[config.mk]
export PLATFORM = sky130hd
export DESIGN_NAME = base64_stream_encoder_flat
export DESIGN_NICKNAME = d
export VERILOG_FILES = /design/src/hw/rtl/b64e_pkg.sv /design/src/hw/rtl/b64e_in_if.sv /design/src/hw/rtl/b64e_out_if.sv /design/src/hw/rtl/b64e_encode.sv /design/src/hw/rtl/b64e_serialize.sv /design/src/hw/rtl/base64_stream_encoder.sv /design/src/flat_wrapper.sv
export SDC_FILE = /design/constraint.sdc
export NUM_CORES = 1
export LEC_CHECK = 0
export ABC_CLOCK_PERIOD_IN_PS = 3770
export BUFFER_PORTS_ARGS = -buffer_cell sky130_fd_sc_hd__buf_2
export CORE_MARGIN = 10
export CORE_UTILIZATION = 63
export CTS_CLUSTER_DIAMETER = 50
export CTS_CLUSTER_SIZE = 10
export DETAILED_ROUTE_END_ITERATION = 6
export PLACE_DENSITY_LB_ADDON = 0.3
export SYNTH_ARGS = -nofsm -noshare
export SYNTH_HDL_FRONTEND = slang
export SYNTH_HIERARCHICAL = 1
export SYNTH_SLANG_ARGS = --single-unit
[constraint.sdc]
create_clock -name clk -period 3.77 [get_ports clk]
set_input_delay 0.754 -clock clk [delete_from_list [all_inputs] [get_ports clk]]
set_output_delay 0.754 -clock clk [all_outputs]
set_load 0.03 [all_outputs]
[src/hw/rtl/b64e_pkg.sv]
// shared types, constants and the sextet-to-character map of the base64 encoder
`default_nettype none

package b64e_pkg;

    localparam logic [7:0] NEWLINE_CHAR = 8'd10;
    localparam logic [7:0] PAD_CHAR     = 8'd61;
    localparam logic [5:0] GPL_RESET    = 6'd16;
    localparam int         MAX_CHARS    = 5;

    localparam logic KIND_DATA = 1'b0;
    localparam logic KIND_END  = 1'b1;

    typedef logic [7:0] char_t;

    // characters made by one input item, handed to the serializer
    typedef struct packed {
        logic                        load;
        logic [2:0]                  count;
        logic [MAX_CHARS-1:0][7:0]   chars;
    } burst_t;

    function automatic char_t sextet_char(input logic [5:0] v);
        char_t c;
        case (v) inside
            [6'd0:6'd25]:  c = 8'({2'b00, v}) + 8'd65;
            [6'd26:6'd51]: c = 8'({2'b00, v}) + 8'd71;
            [6'd52:6'd61]: c = 8'({2'b00, v}) - 8'd4;
            6'd62:         c = 8'd43;
            default:       c = 8'd47;
        endcase
        return c;
    endfunction

endpackage

`default_nettype wire

[src/hw/rtl/b64e_in_if.sv]
// input channel: raw bytes and end-of-message items
`default_nettype none

interface b64e_in_if;
    logic       valid;
    logic       ready;
    logic       kind;
    logic [7:0] data_byte;

    modport source (output valid, output kind, output data_byte, input ready);
    modport sink   (input valid, input kind, input data_byte, output ready);
endinterface

`default_nettype wire

[src/hw/rtl/b64e_out_if.sv]
// output channel: encoded characters
`default_nettype none

interface b64e_out_if;
    logic       valid;
    logic       ready;
    logic [7:0] out_char;
    logic       last;

    modport source (output valid, output out_char, output last, input ready);
    modport sink   (input valid, input out_char, input last, output ready);
endinterface

`default_nettype wire

[src/hw/rtl/b64e_encode.sv]
// input register, group state and character generation for one item
`default_nettype none

module b64e_encode
    import b64e_pkg::*;
(
    input  wire logic       clk,
    input  wire logic       rst_n,
    b64e_in_if.sink         in_chan,
    input  wire logic [5:0] groups_per_line,
    input  wire logic       take,
    output burst_t          burst
);

    logic       in_valid_reg;
    logic       kind_reg;
    logic [7:0] data_reg;

    logic [1:0] phase_reg, phase_next;
    logic [7:0] b0_reg, b0_next;
    logic [7:0] b1_reg, b1_next;
    logic [5:0] gol_reg, gol_next;
    logic       any_reg, any_next;

    logic       move;
    logic [5:0] gol_inc;
    logic       final_nl;

    assign move          = in_valid_reg && take;
    assign in_chan.ready = !in_valid_reg || take;
    assign gol_inc       = gol_reg + 6'd1;

    always_ff @(posedge clk or negedge rst_n)
    begin
        if (!rst_n)
        begin
            in_valid_reg <= 1'b0;
        end
        else if (in_chan.ready)
        begin
            in_valid_reg <= in_chan.valid;
        end
    end

    always_ff @(posedge clk)
    begin
        if (in_chan.ready && in_chan.valid)
        begin
            kind_reg <= in_chan.kind;
            data_reg <= in_chan.data_byte;
        end
    end

    always_comb
    begin
        phase_next  = phase_reg;
        b0_next     = b0_reg;
        b1_next     = b1_reg;
        gol_next    = gol_reg;
        any_next    = any_reg;
        final_nl    = any_reg || (phase_reg != 2'd0);
        burst.load  = move;
        burst.count = 3'd0;
        burst.chars = '0;

        if (kind_reg == KIND_DATA)
        begin
            case (phase_reg)
                2'd0:
                begin
                    b0_next    = data_reg;
                    phase_next = 2'd1;
                end
                2'd1:
                begin
                    b1_next    = data_reg;
                    phase_next = 2'd2;
                end
                default:
                begin
                    burst.chars[0] = sextet_char(b0_reg[7:2]);
                    burst.chars[1] = sextet_char({b0_reg[1:0], b1_reg[7:4]});
                    burst.chars[2] = sextet_char({b1_reg[3:0], data_reg[7:6]});
                    burst.chars[3] = sextet_char(data_reg[5:0]);
                    phase_next     = 2'd0;
                    any_next       = 1'b1;
                    if (gol_inc == groups_per_line)
                    begin
                        burst.chars[4] = NEWLINE_CHAR;
                        burst.count    = 3'd5;
                        gol_next       = 6'd0;
                    end
                    else
                    begin
                        burst.count = 3'd4;
                        gol_next    = gol_inc;
                    end
                end
            endcase
        end
        else
        begin
            if (phase_reg != 2'd0)
            begin
                burst.chars[0] = sextet_char(b0_reg[7:2]);
                if (phase_reg == 2'd1)
                begin
                    burst.chars[1] = sextet_char({b0_reg[1:0], 4'd0});
                    burst.chars[2] = PAD_CHAR;
                end
                else
                begin
                    burst.chars[1] = sextet_char({b0_reg[1:0], b1_reg[7:4]});
                    burst.chars[2] = sextet_char({b1_reg[3:0], 2'd0});
                end
                burst.chars[3] = PAD_CHAR;
                burst.chars[4] = NEWLINE_CHAR;
                burst.count    = 3'd5;
            end
            else if (final_nl)
            begin
                burst.chars[0] = NEWLINE_CHAR;
                burst.count    = 3'd1;
            end
            // message done, back to the idle group state
            phase_next = 2'd0;
            b0_next    = 8'd0;
            b1_next    = 8'd0;
            gol_next   = 6'd0;
            any_next   = 1'b0;
        end
    end

    always_ff @(posedge clk or negedge rst_n)
    begin
        if (!rst_n)
        begin
            phase_reg <= 2'd0;
            b0_reg    <= 8'd0;
            b1_reg    <= 8'd0;
            gol_reg   <= 6'd0;
            any_reg   <= 1'b0;
        end
        else if (move)
        begin
            phase_reg <= phase_next;
            b0_reg    <= b0_next;
            b1_reg    <= b1_next;
            gol_reg   <= gol_next;
            any_reg   <= any_next;
        end
    end

endmodule

`default_nettype wire

[src/hw/rtl/b64e_serialize.sv]
// holds one item's characters and sends them out one per cycle while the output is not stalled
`default_nettype none

module b64e_serialize
    import b64e_pkg::*;
(
    input  wire logic clk,
    input  wire logic rst_n,
    input  burst_t    burst,
    output logic      take,
    b64e_out_if.source out_chan
);

    logic [2:0]                rem_reg;
    logic [MAX_CHARS-1:0][7:0] chars_reg;
    logic                      out_valid_reg;
    logic [7:0]                out_char_reg;
    logic                      out_last_reg;
    logic                      out_load;

    assign out_load = (rem_reg != 3'd0) && (!out_valid_reg || out_chan.ready);
    // free once the held burst is gone or its final character moves out now
    assign take     = (rem_reg == 3'd0) || ((rem_reg == 3'd1) && out_load);

    assign out_chan.valid    = out_valid_reg;
    assign out_chan.out_char = out_char_reg;
    assign out_chan.last     = out_last_reg;

    always_ff @(posedge clk or negedge rst_n)
    begin
        if (!rst_n)
        begin
            rem_reg <= 3'd0;
        end
        else if (burst.load)
        begin
            rem_reg <= burst.count;
        end
        else if (out_load)
        begin
            rem_reg <= rem_reg - 3'd1;
        end
    end

    always_ff @(posedge clk)
    begin
        if (burst.load)
        begin
            chars_reg <= burst.chars;
        end
        else if (out_load)
        begin
            chars_reg <= {8'd0, chars_reg[MAX_CHARS-1:1]};
        end
    end

    always_ff @(posedge clk or negedge rst_n)
    begin
        if (!rst_n)
        begin
            out_valid_reg <= 1'b0;
        end
        else if (out_load)
        begin
            out_valid_reg <= 1'b1;
        end
        else if (out_chan.ready)
        begin
            out_valid_reg <= 1'b0;
        end
    end

    always_ff @(posedge clk)
    begin
        if (out_load)
        begin
            out_char_reg <= chars_reg[0];
            out_last_reg <= (rem_reg == 3'd1);
        end
    end

endmodule

`default_nettype wire

[src/hw/rtl/base64_stream_encoder.sv]
// base64 stream encoder top level: config register, encoder and serializer
//
//  channel   dir  payload                 transfer when
//  in_chan   in   kind, data_byte         valid && ready
//  out_chan  out  out_char, last          valid && ready
//  cfg       in   cfg_data (6 bits)       cfg_we
//
// an item is held in the input register after its transfer and is encoded once
// the serializer takes it; its characters then leave one per cycle while the
// output is not stalled; a full group gives 4 characters, or 5 with a newline,
// and its first character passes the input, character and output registers
// a stalled output keeps its character; one further item is still taken into
// the input register while the characters of the item before it are waiting
// rst_n clears the group state and sets groups_per_line to 16
`default_nettype none

module base64_stream_encoder
    import b64e_pkg::*;
(
    input  wire logic       clk,
    input  wire logic       rst_n,
    b64e_in_if.sink         in_chan,
    b64e_out_if.source      out_chan,
    input  wire logic       cfg_we,
    input  wire logic [5:0] cfg_data
);

    logic [5:0] gpl_reg;
    logic       take;
    burst_t     burst;

    always_ff @(posedge clk or negedge rst_n)
    begin
        if (!rst_n)
        begin
            gpl_reg <= GPL_RESET;
        end
        else if (cfg_we)
        begin
            gpl_reg <= cfg_data;
        end
    end

    b64e_encode u_encode (
        .clk             (clk),
        .rst_n           (rst_n),
        .in_chan         (in_chan),
        .groups_per_line (gpl_reg),
        .take            (take),
        .burst           (burst)
    );

    b64e_serialize u_serialize (
        .clk      (clk),
        .rst_n    (rst_n),
        .burst    (burst),
        .take     (take),
        .out_chan (out_chan)
    );

endmodule

`default_nettype wire
[src/flat_wrapper.sv]
// flat-port wrapper written by rule: the top's interface ports become plain ports
module base64_stream_encoder_flat import b64e_pkg::*;
  (clk, rst_n, cfg_we, cfg_data, in_chan_valid, in_chan_kind, in_chan_data_byte, in_chan_ready, out_chan_valid, out_chan_out_char, out_chan_last, out_chan_ready);
  b64e_in_if in_chan_i ();
  b64e_out_if out_chan_i ();
  input  wire logic clk;
  input  wire logic rst_n;
  input  wire logic cfg_we;
  input  wire logic [5:0] cfg_data;
  input wire logic [$bits(in_chan_i.valid)-1:0] in_chan_valid;
  input wire logic [$bits(in_chan_i.kind)-1:0] in_chan_kind;
  input wire logic [$bits(in_chan_i.data_byte)-1:0] in_chan_data_byte;
  output wire logic [$bits(in_chan_i.ready)-1:0] in_chan_ready;
  output wire logic [$bits(out_chan_i.valid)-1:0] out_chan_valid;
  output wire logic [$bits(out_chan_i.out_char)-1:0] out_chan_out_char;
  output wire logic [$bits(out_chan_i.last)-1:0] out_chan_last;
  input wire logic [$bits(out_chan_i.ready)-1:0] out_chan_ready;
  assign in_chan_i.valid = in_chan_valid;
  assign in_chan_i.kind = in_chan_kind;
  assign in_chan_i.data_byte = in_chan_data_byte;
  assign in_chan_ready = in_chan_i.ready;
  assign out_chan_valid = out_chan_i.valid;
  assign out_chan_out_char = out_chan_i.out_char;
  assign out_chan_last = out_chan_i.last;
  assign out_chan_i.ready = out_chan_ready;
  base64_stream_encoder u_core (.clk(clk), .rst_n(rst_n), .in_chan(in_chan_i), .out_chan(out_chan_i), .cfg_we(cfg_we), .cfg_data(cfg_data));
endmodule
==> impl_metrics.py <==
metrics = {
    "sta": {
        "grt_setup_unrepaired": "no",
        "final-max-slew-violation-count": 0,
        "worstMarginPinSlew_ns": 1.02,
        "final_hold_viol_count": 0,
        "min_period_ns": 3.12,
        "final.setup.tns_ns": 0,
        "max-slew-margin-rel": 0.318,
        "post-route-period-util": 0.827,
        "worst_slack_ns": 0.653,
        "fmax_mhz": 321,
        "setup_viol": 0,
        "fin_skew_ns": 0.00860,
        "holdWs_ns": 0.428,
    },
    "floorplan": {
        "start_util": 0.645,
        "die_w_um": 120,
        "core_area_um2": 9730,
        "die_h_um": 120,
        "io_pins": 31,
        "core.rowCount": 36,
        "die_area_um2": 14400,
    },
    "clocking": {
        "insertion_delay_ns": 0.37,
        "cts_buffers": 9,
        "cts_tree": "done",
        "cts_resized": 0,
        "clkTransAtPathRegs_ns": 0.09,
        "cts-root-buf": "clkbuf_8",
        "cts_hold_buf": 0,
        "clock_sinks": 94,
        "ctsHtreeMaxLevel": 3,
        "post_cts_buffers": 0,
        "cts_buffer_depth": 2,
    },
    "critical_path": {
        "r2r-end": "u_core/u_serialize/chars_reg[10]$_DFFE_PP_",
        "cp_slowest_cell": "a32oi_1",
        "cp_num_buf_inv": 1,
        "r2r_start": "u_core/u_encode/b1_reg[6]$_DFFE_PN0P_",
        "critPathTopFamily": "compound AO/OA/AOI/OAI gates",
        "worstSetupEndpointType": "flip-flop",
        "path_cells": "inv_1 -> ha_1 -> a21bo_2 -> a32oi_1 -> nand2b_1 -> a21oi_1 -> a311oi_1 -> a311oi_1 -> mux2_2",
        "crit_path_start_kind": "flip-flop",
        "required_ns": 3.89,
        "timing.critical_path.mode_cell": "a311oi_1",
        "crit_arrival_ns": 3.24,
        "r2r_cells": 9,
        "reg2reg_slack_ns": 0.65,
        "cp_max_fo": 12,
        "slowest_delay_ns": 0.70,
        "path_class": "flip-flop to flip-flop",
    },
    "routing": {
        "wl_per_cell_um": 18.3,
        "drt_wl_total_um": 13900,
        "vias": 4824,
        "ant_nets": 0,
        "vias_per_cell": 6.32,
        "first_iter_violations": 546,
        "drc": 0,
        "firstDrtPassIters": 7,
    },
    "placed_design": {
        "dp_slack_ns": 0.773,
        "port_buffers": 30,
        "routabilityCongestion": 0.953,
        "hpwl_um": 10400,
    },
    "status": {
        "status": "completed",
    },
    "logic_synthesis": {
        "seq_area_frac_synth": 0.421,
        "syn_area_um2": 6270,
        "avgSynthCellArea_um2": 10.3,
        "synth_edf_count": 58,
        "yosysUniqueCellTypes": 78,
        "netlist_instances": 608,
        "async_reset_ff_frac": 0.383,
        "ys_warn_count": 6,
        "synthFlopType": "edfxtp_1",
        "synth_seq_cells": 94,
    },
    "grt": {
        "antenna_found_initial": 0,
        "grt_overflow": 0,
        "grt_pass1_wl_um": 23600,
        "grt_start_max_net_pins": 37,
        "track_usage": 0.199,
        "grt_pass1_vias": 4717,
    },
    "cells_and_area": {
        "drive_above_1_share": 0.176,
        "final_util": 0.682,
        "finalNetCount": 684,
        "antennaDiodeCount": 0,
        "final_cell_mix": "58 x edfxtp_1, 55 x nand2_1, 39 x ha_1, 35 x dfrtp_1, 35 x a21oi_1",
        "syn2layout_area_growth_pct": 5.72,
        "largest_register_ffs": 40,
        "mostFrequentLayoutCell": "edfxtp_1",
    },
    "power_and_ir_drop": {
        "irDropWorstVdd_mv": 0.453,
        "power_density_nw_per_um2": 806,
        "p_leak_nw": 2.72,
    },
    "min_path": {
        "min_to": "u_core/u_serialize/out_chan.out_char[7]$_DFFE_PP_",
        "whs_path_depth": 0,
        "hp-class": "flip-flop to flip-flop",
        "min_from": "u_core/u_serialize/chars_reg[7]$_DFFE_PP_",
    },
    "flow_run": {
        "cap_violations": 0,
    },
}
## metal layers
| layer | global-route usage | vias to the layer above | part of all wire |
|---|---|---|---|
| li1 | - | 2262 | - |
| met1 | 0.251 | 2360 | 0.43 |
| met2 | 0.331 | 175 | 0.48 |
| met3 | 0.0384 | 27 | 0.063 |
| met4 | 0.0754 | 0 | 0.024 |
| met5 | 0 | - | 0 |
## how the worst max path moves through the flow
stage / from / end / slack [ns] / cells after the start
3_5_place_dp: u_core/u_encode/b1_reg[6]$_DFFE_PN0P_ / u_core/u_serialize/chars_reg[10]$_DFFE_PP_ / 0.77 / 9
5_1_grt: u_core/u_encode/b1_reg[6]$_DFFE_PN0P_ / u_core/u_serialize/chars_reg[10]$_DFFE_PP_ / 0.44 / 9
3_3_place_gp: u_core/u_encode/b1_reg[0]$_DFFE_PN0P_ / u_core/u_serialize/chars_reg[18]$_DFFE_PP_ / 0.85 / 10
6_report: u_core/u_encode/b1_reg[6]$_DFFE_PN0P_ / u_core/u_serialize/chars_reg[10]$_DFFE_PP_ / 0.65 / 9
4_1_cts: u_core/u_encode/b1_reg[6]$_DFFE_PN0P_ / u_core/u_serialize/chars_reg[10]$_DFFE_PP_ / 0.75 / 9
2_1_floorplan: out_chan_ready / u_core/u_serialize/chars_reg[0]$_DFFE_PP_ / 0.72 / 9
## cell usage after synthesis (15+ instances only)
cell | number | area (um^2)
inv_1 | 28 | 105
a22o_1 | 18 | 158
mux2_2 | 32 | 360
dfrtp_1 | 35 | 876
nand2_1 | 55 | 206
ha_1 | 39 | 488
xnor2_1 | 20 | 175
a21oi_1 | 35 | 175
nand3_1 | 15 | 75.1
clkbuf_1 | 16 | 60.1
nor2_1 | 28 | 105
edfxtp_1 | 58 | 1740
o21ai_0 | 25 | 125
## kinds of logic (layout without fill, tap and decap cells)
logic type               count (synthesis)  after routing  synth area share
XOR/XNOR                                28             28            0.0391
AND/OR/NAND/NOR                        178            178             0.151
other                                    1              7          0.000598
buffers and inverters                   67             83            0.0544
multiplexers                            40             40            0.0752
adder cells (fa/ha/maj)                 39             39            0.0778
AO/OA/AOI/OAI                          161            161             0.180
flip-flops                              94             94             0.421
## where the power goes
group / switching, W / total [W] / internal [W]
clock: 0.000371 / 0.000621 / 0.000250
sequential: 0.000444 / 0.00215 / 0.00171
combinational: 0.00149 / 0.00257 / 0.00107
## layout make-up
type                       instances  area (um^2)
tap                              133          166
multi-input combinational        453         3310
timing repair buffer              38          223
clock inverter                     6         52.6
inverter                          29          109
sequential                        94         2640
fill                             786         3100
clock buffer                      10          128
## metrics by stage
step	total power [W]	cell area [um^2]	std cells
2_1_floorplan	0.00406	6300	614
3_3_place_gp	0.00464	6450	747
3_5_place_dp	0.00471	6450	747
4_1_cts	0.00534	6630	763
5_1_grt	0.00573	6630	763
6_report	0.00534	6630	763
(Power assumes the default switching activity.)
